`src/hw/rtl/iff_pkg.sv`:
```
// Package for the integer field formatter: constants, mode codes, and the
// job descriptor passed from the front end to the back end. No dependencies.
package iff_pkg;

  localparam int unsigned WidthMaxDefault   = 40;
  localparam int unsigned DigitDepthDefault = 24;

  localparam logic [2:0] ModeSdec = 3'd0;
  localparam logic [2:0] ModeUdec = 3'd1;
  localparam logic [2:0] ModeOct  = 3'd2;
  localparam logic [2:0] ModeHexL = 3'd3;
  localparam logic [2:0] ModeHexU = 3'd4;

  localparam logic [1:0] RadixDec = 2'd0;
  localparam logic [1:0] RadixOct = 2'd1;
  localparam logic [1:0] RadixHex = 2'd2;

  localparam logic [7:0] ChZero  = 8'h30;
  localparam logic [7:0] ChMinus = 8'h2d;
  localparam logic [7:0] ChPlus  = 8'h2b;
  localparam logic [7:0] ChSpace = 8'h20;
  localparam logic [7:0] ChUpA   = 8'h41;
  localparam logic [7:0] ChLowA  = 8'h61;
  localparam logic [7:0] ChUpX   = 8'h58;
  localparam logic [7:0] ChLowX  = 8'h78;

  // Classified job: everything the back end needs apart from digits.
  typedef struct packed {
    logic [63:0] mag;
    logic [1:0]  radix_sel;   // RadixDec, RadixOct or RadixHex
    logic        upper;
    logic        alt_oct;
    logic        alt_hex;
    logic [7:0]  sign_ch;
    logic        has_sign;
    logic        left;
    logic        zero_fill;
    logic [5:0]  width;
    logic [5:0]  prec;
    logic        zero_empty;  // zero value with precision zero
  } job_t;

endpackage

```
`src/hw/rtl/iff_front.sv`:
```
// Front end: accepts items, decodes flags, saturates width and precision.
// Depends on iff_pkg.
module iff_front #(
  parameter int unsigned WidthMax = iff_pkg::WidthMaxDefault
) (
  input  logic              clk_i,
  input  logic              rst_ni,
  input  logic              in_valid_i,
  output logic              in_stall_o,
  input  logic [2:0]        mode_i,
  input  logic [63:0]       value_i,
  input  logic [1:0]        length_size_i,
  input  logic              ljust_i,
  input  logic              plus_flag_i,
  input  logic              blank_flag_i,
  input  logic              alt_flag_i,
  input  logic              zero_pad_i,
  input  logic signed [6:0] field_width_i,
  input  logic signed [6:0] digit_precision_i,
  output logic              job_valid_o,
  input  logic              job_stall_i,
  output iff_pkg::job_t     job_o
);
  import iff_pkg::*;

  localparam logic [6:0] WMax = 7'(WidthMax);

  logic       valid_q;
  job_t       job_q, job_d;
  logic [2:0] mode;
  logic       wide, neg, has_prec;
  logic [63:0] v;
  logic [6:0] wmag, pmag;

  assign in_stall_o  = valid_q & job_stall_i;
  assign job_valid_o = valid_q;
  assign job_o       = job_q;

  always_comb begin
    mode = (mode_i > ModeHexU) ? ModeUdec : mode_i;
    wide = length_size_i != 2'd0;
    v    = wide ? value_i : {{32{mode == ModeSdec & value_i[31]}}, value_i[31:0]};
    neg  = (mode == ModeSdec) & v[63];
    wmag = field_width_i[6] ? 7'(-field_width_i) : field_width_i;
    if (wmag > WMax) wmag = WMax;
    has_prec = ~digit_precision_i[6];
    pmag = has_prec ? digit_precision_i : 7'd0;
    if (pmag > WMax) pmag = WMax;
    job_d.mag       = neg ? (~v + 64'd1) : v;
    job_d.radix_sel = (mode == ModeOct) ? RadixOct
                    : ((mode >= ModeHexL) ? RadixHex : RadixDec);
    job_d.upper     = mode == ModeHexU;
    job_d.alt_oct   = alt_flag_i & (mode == ModeOct);
    job_d.alt_hex   = alt_flag_i & (mode >= ModeHexL) & (v != 64'd0);
    job_d.has_sign  = (mode == ModeSdec) & (neg | plus_flag_i | blank_flag_i);
    job_d.sign_ch   = neg ? ChMinus : (plus_flag_i ? ChPlus : ChSpace);
    job_d.left      = ljust_i | field_width_i[6];
    job_d.zero_fill = zero_pad_i & ~job_d.left & ~has_prec;
    job_d.width     = wmag[5:0];
    job_d.prec      = pmag[5:0];
    job_d.zero_empty = (v == 64'd0) & has_prec & (pmag == 7'd0);
  end

  always_ff @(posedge clk_i or negedge rst_ni) begin
    if (!rst_ni) begin
      valid_q <= 1'b0;
    end else if (!in_stall_o) begin
      valid_q <= in_valid_i;
    end
  end

  always_ff @(posedge clk_i) begin
    if (in_valid_i && !in_stall_o) job_q <= job_d;
  end

endmodule

```
`src/hw/rtl/iff_back.sv`:
```
// Back end: digit generation (shift-add-3 binary to BCD for decimal, plain
// digit shifts for octal and hex), then the character emitter. Depends on iff_pkg.
module iff_back #(
  parameter int unsigned DigitDepth = iff_pkg::DigitDepthDefault
) (
  input  logic          clk_i,
  input  logic          rst_ni,
  input  logic          job_valid_i,
  output logic          job_stall_o,
  input  iff_pkg::job_t job_i,
  output logic          out_valid_o,
  input  logic          out_stall_i,
  output logic [7:0]    char_out_o,
  output logic          last_o
);
  import iff_pkg::*;

  localparam int unsigned CntW      = $clog2(DigitDepth + 1);
  localparam int unsigned IdxW      = $clog2(DigitDepth);
  localparam int unsigned BcdDigits = 20;  // enough for any 64-bit value
  localparam int unsigned BcdW      = 4 * BcdDigits;

  typedef enum logic [2:0] {StIdle, StBcd, StDigits, StPrep, StEmit} state_e;
  typedef enum logic [2:0] {SegLpad, SegPre, SegZpad, SegZext, SegDig, SegRpad} seg_e;

  state_e      state_q;
  seg_e        seg_q;
  job_t        job_q;
  logic [63:0] quo_q;
  logic [BcdW-1:0] work_q;
  logic [5:0]  bit_q;
  logic [7:0]  digs_q [DigitDepth];
  logic [CntW-1:0] cnt_q;
  logic [5:0]  seg_left_q;
  logic [1:0]  pre_i_q;
  logic [5:0]  zext_q, pad_q;
  logic [1:0]  plen_q;
  logic [7:0]  pre_ch [2];
  logic        out_valid_q, out_last_q;
  logic [7:0]  out_ch_q;

  logic [BcdW-1:0] adj;
  logic [3:0]  dig;
  logic [7:0]  dig_ch;
  logic [6:0]  body;
  logic        lead_zero;
  logic [5:0]  zext_c, pad_c;
  logic [1:0]  plen_c;
  logic        emit_slot;
  logic        emit_fire;
  logic [7:0]  ch_c;
  logic        last_c;
  seg_e        nseg;
  logic [5:0]  nseg_len;

  assign dig = (job_q.radix_sel == RadixOct) ? {1'b0, work_q[2:0]} : work_q[3:0];
  assign dig_ch = (dig < 4'd10) ? (ChZero + 8'(dig))
                : ((job_q.upper ? ChUpA : ChLowA) + 8'(dig) - 8'd10);

  assign job_stall_o = state_q != StIdle;
  assign emit_slot   = !out_valid_q || !out_stall_i;
  assign emit_fire   = (state_q == StEmit) && (seg_left_q != 6'd0) && emit_slot;
  assign out_valid_o = out_valid_q;
  assign char_out_o  = out_ch_q;
  assign last_o      = out_last_q;

  // Add 3 to every BCD digit of 5 or more before the next shift.
  always_comb begin
    for (int k = 0; k < BcdDigits; k++) begin
      adj[4*k +: 4] = (work_q[4*k +: 4] >= 4'd5) ? work_q[4*k +: 4] + 4'd3
                                                 : work_q[4*k +: 4];
    end
  end

  always_comb begin
    zext_c = ({1'b0, job_q.prec} > 7'(cnt_q)) ? job_q.prec - 6'(cnt_q) : 6'd0;
    lead_zero = (zext_c != 6'd0) ||
                ((cnt_q != '0) && (digs_q[IdxW'(cnt_q - 1'b1)] == ChZero));
    plen_c = 2'(job_q.has_sign) + ((job_q.alt_oct && !lead_zero) ? 2'd1 : 2'd0)
           + (job_q.alt_hex ? 2'd2 : 2'd0);
    body = 7'(plen_c) + 7'(zext_c) + 7'(cnt_q);
    pad_c = ({1'b0, job_q.width} > body) ? 6'(7'(job_q.width) - body) : 6'd0;
  end

  // Next nonempty segment after the current one; none after the right pad.
  function automatic void next_seg(input seg_e s, input job_t j, input logic [5:0] pad,
                                   input logic [1:0] pl, input logic [5:0] zx,
                                   input logic [CntW-1:0] nd, output seg_e ns,
                                   output logic [5:0] nl);
    seg_e t;
    logic [5:0] l;
    t = s;
    l = 6'd0;
    ns = SegRpad;
    nl = 6'd0;
    for (int k = 0; k < 6; k++) begin
      unique case (t)
        SegLpad: t = SegPre;
        SegPre:  t = SegZpad;
        SegZpad: t = SegZext;
        SegZext: t = SegDig;
        SegDig:  t = SegRpad;
        default: t = SegRpad;
      endcase
      unique case (t)
        SegPre:  l = 6'(pl);
        SegZpad: l = j.zero_fill ? pad : 6'd0;
        SegZext: l = zx;
        SegDig:  l = 6'(nd);
        SegRpad: l = (j.left && s != SegRpad) ? pad : 6'd0;
        default: l = 6'd0;
      endcase
      if (l != 6'd0 && nl == 6'd0) begin
        ns = t;
        nl = l;
      end
    end
  endfunction

  always_comb begin
    unique case (seg_q)
      SegLpad, SegRpad: ch_c = ChSpace;
      SegPre:  ch_c = pre_ch[pre_i_q[0]];
      SegZpad, SegZext: ch_c = ChZero;
      default: ch_c = digs_q[IdxW'(seg_left_q - 6'd1)];
    endcase
    next_seg(seg_q, job_q, pad_q, plen_q, zext_q, cnt_q, nseg, nseg_len);
    last_c = (seg_left_q == 6'd1) && (nseg_len == 6'd0);
  end

  always_ff @(posedge clk_i or negedge rst_ni) begin
    if (!rst_ni) begin
      state_q     <= StIdle;
      out_valid_q <= 1'b0;
      cnt_q       <= '0;
    end else begin
      out_valid_q <= emit_fire || (out_valid_q && out_stall_i);
      unique case (state_q)
        StIdle: begin
          if (job_valid_i) begin
            job_q   <= job_i;
            quo_q   <= job_i.mag;
            work_q  <= (job_i.radix_sel == RadixDec) ? '0 : {16'd0, job_i.mag};
            bit_q   <= 6'd0;
            cnt_q   <= '0;
            state_q <= (job_i.radix_sel == RadixDec) ? StBcd : StDigits;
          end
        end
        StBcd: begin
          // Shift the magnitude in MSB first; 64 steps leave it in BCD.
          work_q  <= {adj[BcdW-2:0], quo_q[63]};
          quo_q   <= {quo_q[62:0], 1'b0};
          bit_q   <= bit_q + 6'd1;
          if (bit_q == 6'd63) state_q <= StDigits;
        end
        StDigits: begin
          // Store one digit per cycle, least significant first.
          if (job_q.mag == 64'd0) begin
            if (!job_q.zero_empty) begin
              digs_q[0] <= ChZero;
              cnt_q <= CntW'(1);
            end
            state_q <= StPrep;
          end else if (work_q == '0 || cnt_q == CntW'(DigitDepth)) begin
            state_q <= StPrep;
          end else begin
            digs_q[IdxW'(cnt_q)] <= dig_ch;
            cnt_q  <= cnt_q + 1'b1;
            work_q <= (job_q.radix_sel == RadixOct) ? {3'd0, work_q[BcdW-1:3]}
                                                    : {4'd0, work_q[BcdW-1:4]};
          end
        end
        StPrep: begin
          zext_q  <= zext_c;
          pad_q   <= pad_c;
          plen_q  <= plen_c;
          pre_ch[0] <= job_q.has_sign ? job_q.sign_ch : ChZero;
          pre_ch[1] <= job_q.alt_hex ? (job_q.upper ? ChUpX : ChLowX) : ChZero;
          pre_i_q <= 2'd0;
          seg_q   <= SegLpad;
          seg_left_q <= (!job_q.left && !job_q.zero_fill) ? pad_c : 6'd0;
          state_q <= StEmit;
        end
        StEmit: begin
          if (seg_left_q == 6'd0) begin
            if (nseg_len == 6'd0) begin
              state_q <= StIdle;
            end else begin
              seg_q <= nseg;
              seg_left_q <= nseg_len;
            end
          end else if (emit_slot) begin
            out_ch_q    <= ch_c;
            out_last_q  <= last_c;
            if (seg_q == SegPre) pre_i_q <= pre_i_q + 2'd1;
            if (seg_left_q == 6'd1) begin
              if (nseg_len == 6'd0) begin
                state_q <= StIdle;
              end else begin
                seg_q <= nseg;
                seg_left_q <= nseg_len;
              end
            end else begin
              seg_left_q <= seg_left_q - 6'd1;
            end
          end
        end
        default: state_q <= StIdle;
      endcase
    end
  end

endmodule

```
`src/hw/rtl/integer_field_formatter_top.sv`:
```
// Top level of the integer field formatter: front end, one-entry job queue
// and back end. Depends on iff_pkg, iff_front and iff_back.
//
// Usage: present one parsed integer conversion on the input ports with
// in_valid_i; it is taken on an edge where in_stall_o is low. The block
// returns the formatted field one character per item on char_out_o, with
// last_o set on the final character; a conversion whose text is empty
// returns nothing. The receiver holds off items with out_stall_i; a
// stalled item stays put and the emitter waits.
// Flow: the item is registered in the front end, then the back end takes
// the job and generates digits. Decimal first converts binary to BCD by
// shift-add-3; all radixes then store one digit per cycle. A setup state
// follows, then one character per cycle (up to 42 characters) while the
// receiver does not stall.
// The back end handles one job at a time and takes no new job until it
// has emitted the last character of the current one. The front end takes the next
// item while the back end is busy and holds it in its register.
// Reset clears all handshake state; no item is pending after reset.
module integer_field_formatter_top #(
  parameter int unsigned WidthMax   = iff_pkg::WidthMaxDefault,
  parameter int unsigned DigitDepth = iff_pkg::DigitDepthDefault
) (
  input  logic              clk_i,
  input  logic              rst_ni,
  input  logic              in_valid_i,
  output logic              in_stall_o,
  input  logic [2:0]        mode_i,
  input  logic [63:0]       value_i,
  input  logic [1:0]        length_size_i,
  input  logic              ljust_i,
  input  logic              plus_flag_i,
  input  logic              blank_flag_i,
  input  logic              alt_flag_i,
  input  logic              zero_pad_i,
  input  logic signed [6:0] field_width_i,
  input  logic signed [6:0] digit_precision_i,
  output logic              out_valid_o,
  input  logic              out_stall_i,
  output logic [7:0]        char_out_o,
  output logic              last_o
);
  import iff_pkg::*;

  job_t job;
  logic job_valid, job_stall;

  iff_front #(.WidthMax(WidthMax)) u_front (
    .clk_i, .rst_ni, .in_valid_i, .in_stall_o, .mode_i, .value_i, .length_size_i,
    .ljust_i, .plus_flag_i, .blank_flag_i, .alt_flag_i, .zero_pad_i,
    .field_width_i, .digit_precision_i,
    .job_valid_o(job_valid), .job_stall_i(job_stall), .job_o(job)
  );

  iff_back #(.DigitDepth(DigitDepth)) u_back (
    .clk_i, .rst_ni, .job_valid_i(job_valid), .job_stall_o(job_stall), .job_i(job),
    .out_valid_o, .out_stall_i, .char_out_o, .last_o
  );

endmodule

```
`config.mk`:
```
export PLATFORM = sky130hd
export DESIGN_NAME = integer_field_formatter_top
export DESIGN_NICKNAME = d
export VERILOG_FILES = /design/src/hw/rtl/iff_pkg.sv /design/src/hw/rtl/iff_front.sv /design/src/hw/rtl/iff_back.sv /design/src/hw/rtl/integer_field_formatter_top.sv
export SDC_FILE = /design/constraint.sdc
export NUM_CORES = 1
export LEC_CHECK = 0
export BUFFER_PORTS_ARGS = -buffer_cell sky130_fd_sc_hd__buf_2
export CAP_MARGIN = 20
export CORE_ASPECT_RATIO = 1.5
export CORE_MARGIN = 8
export CORE_UTILIZATION = 30
export CTS_CLUSTER_DIAMETER = 100
export DETAILED_ROUTE_END_ITERATION = 7
export GPL_TIMING_DRIVEN = 1
export PLACE_DENSITY = 0.51
export SLEW_MARGIN = 15
export SYNTH_ARGS = -nofsm -noshare
export SYNTH_HDL_FRONTEND = slang
export SYNTH_HIERARCHICAL = 1
export SYNTH_SLANG_ARGS = --single-unit
```
`constraint.sdc`:
```
create_clock -name clk_i -period 16.6 [get_ports clk_i]
set_input_delay 0.83 -clock clk_i [delete_from_list [all_inputs] [get_ports clk_i]]
set_output_delay 0.83 -clock clk_i [all_outputs]
set_load 0.01 [all_outputs]
```
==> results.sh, run 1 <==
export IMPL_status="complete, no violations"
export IMPL_finClkSkew_ns=0.02317
export IMPL_min_period_ns=7.916
export IMPL_final_setup_viol_count=0
export IMPL_syn_area_per_cell_um2=11.24
export IMPL_fin_setup_tns_ns=0
export IMPL_synthCells=2645
export IMPL_cts_buffer_depth=3
export IMPL_rsz0062_at_grt="false"
export IMPL_grt_pass1_wl_mm=132.9
export IMPL_die_w_um=273.0
export IMPL_dp_hpwl_mm=63.04
export IMPL_fp_row_count=141
export IMPL_cts_tree="done"
export IMPL_clk_latency_ns=0.61
export IMPL_synthesis_area_um2=29730
export IMPL_cts_buffers=54
export IMPL_worstPathMaxFanout=13
export IMPL_post_cts_buffers=0
export IMPL_core_um2=98440
export IMPL_antenna_found_initial=0
export IMPL_cts_hold_fix_buffers=0
export IMPL_synth_edf_count=542
export IMPL_cts_sinks=553
export IMPL_clockRootBuffer="clkbuf_16"
export IMPL_yosys_area_top_type="edfxtp_1"
export IMPL_synthArstFlopShare=0.01808
export IMPL_finalHoldViolCount=0
export IMPL_crit_required_ns=17.05
export IMPL_path_class="register to register"
export IMPL_max_cap_violations=0
export IMPL_clock_fmax_mhz=126.3
export IMPL_slew_headroom=0.2962
export IMPL_grt_max_degree=81
export IMPL_finalWeightedCongestion=0.9029
export IMPL_worst_setup_path_end_kind="register"
export IMPL_maxSlewViolCount=0
export IMPL_peakVddDrop_uv=80.44
export IMPL_start_util=0.3020
export IMPL_grt_total_usage=0.1544
export IMPL_ys_seq_area_frac=0.5566
export IMPL_wl_met3_mm=3.031
export IMPL_arrival_ns=8.36
export IMPL_ys_top_cells_by_area="edfxtp_1 55%, nand2_1 5.3%, mux4_2 3.7%, ha_1 3.7%, a21oi_1 3.3%"
export IMPL_startpoint_type="register"
export IMPL_avgRoutedWirePerCell_um=21.58
export IMPL_hold_class="input port to async pin"
export IMPL_design_portCount=103
export IMPL_vias=21401
export IMPL_routed_wl_mm=87.30
export IMPL_ys_ff_latch=553
export IMPL_drt_vias_per_instance=5.291
export IMPL_wl_met1_mm=34.01
export IMPL_drt_iter0_markers=1430
export IMPL_ys_flop_type="edfxtp_1"
export IMPL_netlist_cell_type_count=100
export IMPL_first_pass_iters=6
export IMPL_finalCritPeriodShare=0.4769
export IMPL_final_nets=2899
export IMPL_grt_pass1_vias=21773
export IMPL_highest_layer="met4"
export IMPL_dp_slack_ns=8.779
export IMPL_dieArea_um2=109600
export IMPL_die_h_um=401.5
export IMPL_io_buffers=102
export IMPL_fin_ws_ns=8.684
export IMPL_drive_gt1_frac=0.1187
export IMPL_yosys_warnings=6
export IMPL_ant_nets=0
export IMPL_overflow=0
export IMPL_yosys_area_top_type_share=0.5475
export IMPL_syn2layout_area_growth_pct=12.97
export IMPL_ys_top_cells_by_count="542 x edfxtp_1, 420 x nand2_1, 196 x a21oi_1"
export IMPL_synth_most_common_cell="edfxtp_1"
export IMPL_p_leak_nw=11.79
export IMPL_nFillCells=9897
export IMPL_drcViolationCount=0
export IMPL_path_clk_slew_ns=0.06
export IMPL_tightest_slew_ns=1.056
export IMPL_htree_levels=2
export IMPL_cts_resized=0
export IMPL_dr_wl_met2_mm=46.53
export IMPL_power_density_nw_per_um2=161.7
export IMPL_timing_hold_ws_ns=0.1900
-- metal layers --
| layer | vias up | global-route usage |
|---|---|---|
| met1 | 10605 | 0.1745 |
| met4 | 0 | 0.06272 |
| li1 | 10115 | - |
| met2 | 510 | 0.2895 |
| met3 | 171 | 0.01910 |
| met5 | - | 0 |
-- where the power goes --
group | leakage [nW] | internal, mW | switching, mW | total [mW]
Combinational | 5.58 | 0.648 | 1.18 | 1.83
Sequential | 5.29 | 1.99 | 0.279 | 2.27
Clock | 0.917 | 0.791 | 0.538 | 1.33
-- cell type report --
type / instances / area (um2) / share of cell area
well taps: 1287 / 1610 / 0.04795
clock inverters: 34 / 476.7 / 0.01419
flip-flops and latches: 553 / 16550 / 0.4927
diodes: 2 / 5.005 / 0.0001490
clock buffers: 64 / 1410 / 0.04199
multi-input cells: 1881 / 12430 / 0.3702
repair buffers: 138 / 780.7 / 0.02325
inverters: 86 / 322.8 / 0.009612
-- cells in the final DEF (no fill, tap or decap), drive strengths merged, types with 12 or more instances in the layout --
master  instances
edfxtp        542
nand2         420
a21oi         197
nor2          181
buf           138
o21ai         133
a31oi          89
ha             88
inv            84
clkbuf         64
nor4           62
nor3           56
mux4           49
xnor2          47
nand3          47
mux2i          44
xor2           40
nand2b         32
and2           26
a21o           25
nor3b          22
nor4bb         21
clkinv         21
o22ai          20
o31ai          20
nor4b          20
nand4          19
o211ai         18
a211oi         17
or4            16
or3            14
nor2b          13
bufinv         12
-- critical path, stage by stage (launching register included) --
cell      delay, ns
dfrtp_1        0.66
inv_1          0.26
ha_1           0.66
clkinv_1       0.43
nor4b_1        0.41
a211oi_1       0.10
a311o_1        0.36
o21ai_0        0.09
mux2i_1        0.20
o22a_1         0.25
o221ai_1       0.24
a211oi_1       0.14
ha_1           0.22
xor2_1         0.24
fa_1           0.47
ha_1           0.24
fa_1           0.48
inv_1          0.05
ha_1           0.32
o21ai_0        0.12
a21boi_0       0.26
o21ai_0        0.15
a21boi_0       0.33
o211ai_1       0.29
or3b_2         0.53
o211a_1        0.12
a31oi_1        0.14
-- cell families after synthesis --
logic type	synth area share
DFF	0.5566
muxes	0.05320
buffers and inverters	0.02921
AOI/OAI and AO/OA	0.1284
and+or+nand+nor	0.1664
other	0.0002526
xor gates and xnor gates	0.02563
adders and majority gates	0.04040
-- worst paths after layout --
| path | start | endpoint | slack [ns] | cells after the start |
|---|---|---|---|---|
| max | u_back/cnt_q[1] | u_back/seg_left_q[0] | 8.68 | 26 |
| min | rst_ni | u_back/out_valid_o | 0.19 | 1 |
| max reg2reg | u_back/cnt_q[1] | u_back/seg_left_q[0] | 8.68 | 26 |
| min reg2reg | u_front/job_o[14] | u_back/job_q[14] | 0.42 | 0 |
| max in group asynchronous | rst_ni | u_back/cnt_q[4] | 16.04 | 1 |
| min in group clk_i | u_front/job_o[14] | u_back/job_q[14] | 0.42 | 0 |
-- through the flow --
stage                     instances  area, um2  power (mW)    util
after detailed placement       3945      31690       4.145  0.3219
after CTS                      4043      33580       5.492  0.3411
after global placement         3945      31690       4.125  0.3219
after global routing           4043      33580       5.768  0.3411
final                          4045      33580       5.432  0.3412
after floorplan                2647      29740       3.524       -
-- registers in the layout, summed over array words and instances, names as in the netlist, named ones only --
signal               cells
u_back/cnt_q             5
u_back/pre_ch           10
u_back/digs_q          168
u_back/quo_q            64
u_back/last_o            1
u_back/state_q           3
u_back/job_q            93
u_back/zext_q            6
u_back/seg_left_q        6
u_back/plen_q            2
u_front/job_o           88
u_back/out_valid_o       1
u_back/char_out_o        8
u_back/pad_q             6
u_back/seg_q             3
u_front/job_valid_o      1
u_back/bit_q             6
u_back/pre_i_q           1
u_back/work_q           80
(Power assumes the default switching activity.)
==> run 2: changes to the inputs <==
--- a/config.mk
+++ b/config.mk
@@ -13,7 +13,7 @@
 export CTS_CLUSTER_DIAMETER = 100
 export DETAILED_ROUTE_END_ITERATION = 7
 export GPL_TIMING_DRIVEN = 1
-export PLACE_DENSITY = 0.51
+export PLACE_DENSITY = 0.53
 export SLEW_MARGIN = 15
 export SYNTH_ARGS = -nofsm -noshare
 export SYNTH_HDL_FRONTEND = slang
==> constraint.sdc (replaced) <==
create_clock -name clk_i -period 6.7 [get_ports clk_i]
set_input_delay 0.335 -clock clk_i [delete_from_list [all_inputs] [get_ports clk_i]]
set_output_delay 0.335 -clock clk_i [all_outputs]
set_load 0.01 [all_outputs]
==> results.sh, run 2 (synthesis gave the netlist of run 1 again) <==
export IMPL_status="complete, no violations"
export IMPL_fin_cells=4078
export IMPL_worstHoldStart="value_i[23]"
export IMPL_finalCritPeriodShare=0.9393
export IMPL_drt_vias_per_instance=5.280
export IMPL_cts_buffers=55
export IMPL_avgRoutedWirePerCell_um=21.57
export IMPL_die_w_um=273.0
export IMPL_path_class="register to register"
export IMPL_vias=21531
export IMPL_final_cell_mix="542 x edfxtp_1, 420 x nand2_1, 196 x a21oi_1"
export IMPL_cp_slowest_cell="fa_1"
export IMPL_cts_tree="done"
export IMPL_ant_nets=0
export IMPL_start_util=0.3020
export IMPL_path_clk_slew_ns=0.06
export IMPL_final_common_cell="edfxtp_1"
export IMPL_power_total_mw=13.40
export IMPL_worstPathMaxFanout=6
export IMPL_hold_class="input port to register"
export IMPL_fp_row_count=141
export IMPL_hold_end="u_front/job_o[52]"
export IMPL_dpl_cell_area_um2=31850
export IMPL_peakVddDrop_uv=185.5
export IMPL_rsz0062_at_grt="false"
export IMPL_min_path_cells=2
export IMPL_r2r_slack_ns=0.41
export IMPL_cts_sinks=553
export IMPL_grt_total_usage=0.1558
export IMPL_final_setup_viol_count=0
export IMPL_power_density_nw_per_um2=396.4
export IMPL_first_pass_iters=5
export IMPL_dieArea_um2=109600
export IMPL_crit_required_ns=7.15
export IMPL_io_buffers=102
export IMPL_antenna_found_initial=2
export IMPL_rr_worst_depth=27
export IMPL_dp_hpwl_mm=64.61
export IMPL_dp_cells=3964
export IMPL_syn2layout_area_growth_pct=13.72
export IMPL_largest_reg_flops=168
export IMPL_design_portCount=103
export IMPL_core_um2=98440
export IMPL_routed_wl_mm=87.96
export IMPL_finClkSkew_ns=0.03213
export IMPL_tightest_slew_ns=1.141
export IMPL_cts_buffer_depth=3
export IMPL_grt_pass1_vias=21804
export IMPL_finalHoldViolCount=0
export IMPL_slowest_delay_ns=0.48
export IMPL_die_h_um=401.5
export IMPL_fin_ws_ns=0.4066
export IMPL_grt_max_degree=134
export IMPL_fin_setup_tns_ns=0
export IMPL_startpoint_type="register"
export IMPL_arrival_ns=6.74
export IMPL_final_nets=2929
export IMPL_r2r_start="u_back/cnt_q[0]"
export IMPL_drt_iter0_markers=1276
export IMPL_clk_latency_ns=0.63
export IMPL_slew_headroom=0.2312
export IMPL_max_cap_violations=0
export IMPL_final_area_um2=33810
export IMPL_overflow=0
export IMPL_drcViolationCount=0
export IMPL_worst_setup_path_end_kind="register"
export IMPL_clockRootBuffer="clkbuf_16"
export IMPL_maxSlewViolCount=0
export IMPL_dp_slack_ns=0.2045
export IMPL_htree_levels=2
export IMPL_clock_fmax_mhz=158.9
export IMPL_regMostFlops="u_back/digs_q"
export IMPL_drive_gt1_frac=0.1284
export IMPL_finalWeightedCongestion=0.8867
export IMPL_min_period_ns=6.293
export IMPL_reg2reg_to="u_back/seg_left_q[0]"
export IMPL_grt_pass1_wl_mm=133.8
export IMPL_p_leak_nw=11.90
-- run 2: timing repair --
item / CTS / global route
hold endpoints to repair: 14 / 0
resized for setup: 0 / 11
hold buffers: 5 / 0
buffers inserted: 0 / 4
endpoints found under the setup margin: 0 / 7
-- run 2: per-stage QoR --
| stage | util | hold slack (ns) |
|---|---|---|
| 6_report | 0.3434 | 0.04476 |
| 5_1_grt | 0.3434 | 0.02744 |
| 4_1_cts | 0.3423 | 0.0004217 |
| 3_5_place_dp | 0.3235 | 0.3250 |
| 3_3_place_gp | 0.3235 | 0.3219 |
| 2_1_floorplan | - | 0.03941 |
-- run 2: final cells by class --
class	instances	area, um2
antenna	2	5.005
clock buffer	64	1431
clock inverter	38	369.1
fill	9960	64640
inverter	86	326.6
multi-input combinational	1881	12480
sequential	553	16550
tap	1287	1610
timing repair buffer	167	1035
-- run 2: worst max path at each step --
stage / to / cells after the start / from
global route: u_back/seg_left_q[0] / 28 / u_back/cnt_q[0]
finish: u_back/seg_left_q[0] / 27 / u_back/cnt_q[0]
global placement: u_back/seg_left_q[0] / 27 / u_back/cnt_q[0]
floorplan: u_back/bit_q[0] / 5 / u_back/state_q[1]
CTS: u_back/seg_left_q[0] / 27 / u_back/cnt_q[0]
detailed placement: u_back/seg_left_q[0] / 27 / u_back/cnt_q[0]
-- run 2: worst max-delay path, delay by kind of cell, from the launching register on --
family | cells | cell delay, ns
adder cells (fa/ha/maj) | 6 | 2.03
AO/OA/AOI/OAI | 13 | 2.12
buffers and inverters | 4 | 0.49
flip-flops | 1 | 0.40
XOR/XNOR | 1 | 0.19
multiplexers | 1 | 0.09
AND/OR/NAND/NOR | 2 | 0.80
-- run 2: per-layer routing --
| layer | vias to the layer above | track usage | share of wire |
|---|---|---|---|
| met4 | 0 | 0.06281 | 0.042 |
| li1 | 10192 | - | - |
| met3 | 161 | 0.01702 | 0.038 |
| met5 | - | 0 | 0 |
| met1 | 10615 | 0.1751 | 0.38 |
| met2 | 563 | 0.2951 | 0.54 |
-- run 2: power by group --
| part | internal (mW) | leakage (nW) | total, mW | switching [mW] |
|---|---|---|---|---|
| sequential | 4.93 | 5.29 | 5.61 | 0.676 |
| clock | 1.77 | 0.869 | 3.13 | 1.36 |
| combinational | 1.70 | 5.73 | 4.66 | 2.96 |
| total | 8.40 | 11.9 | 13.4 | 5.00 |
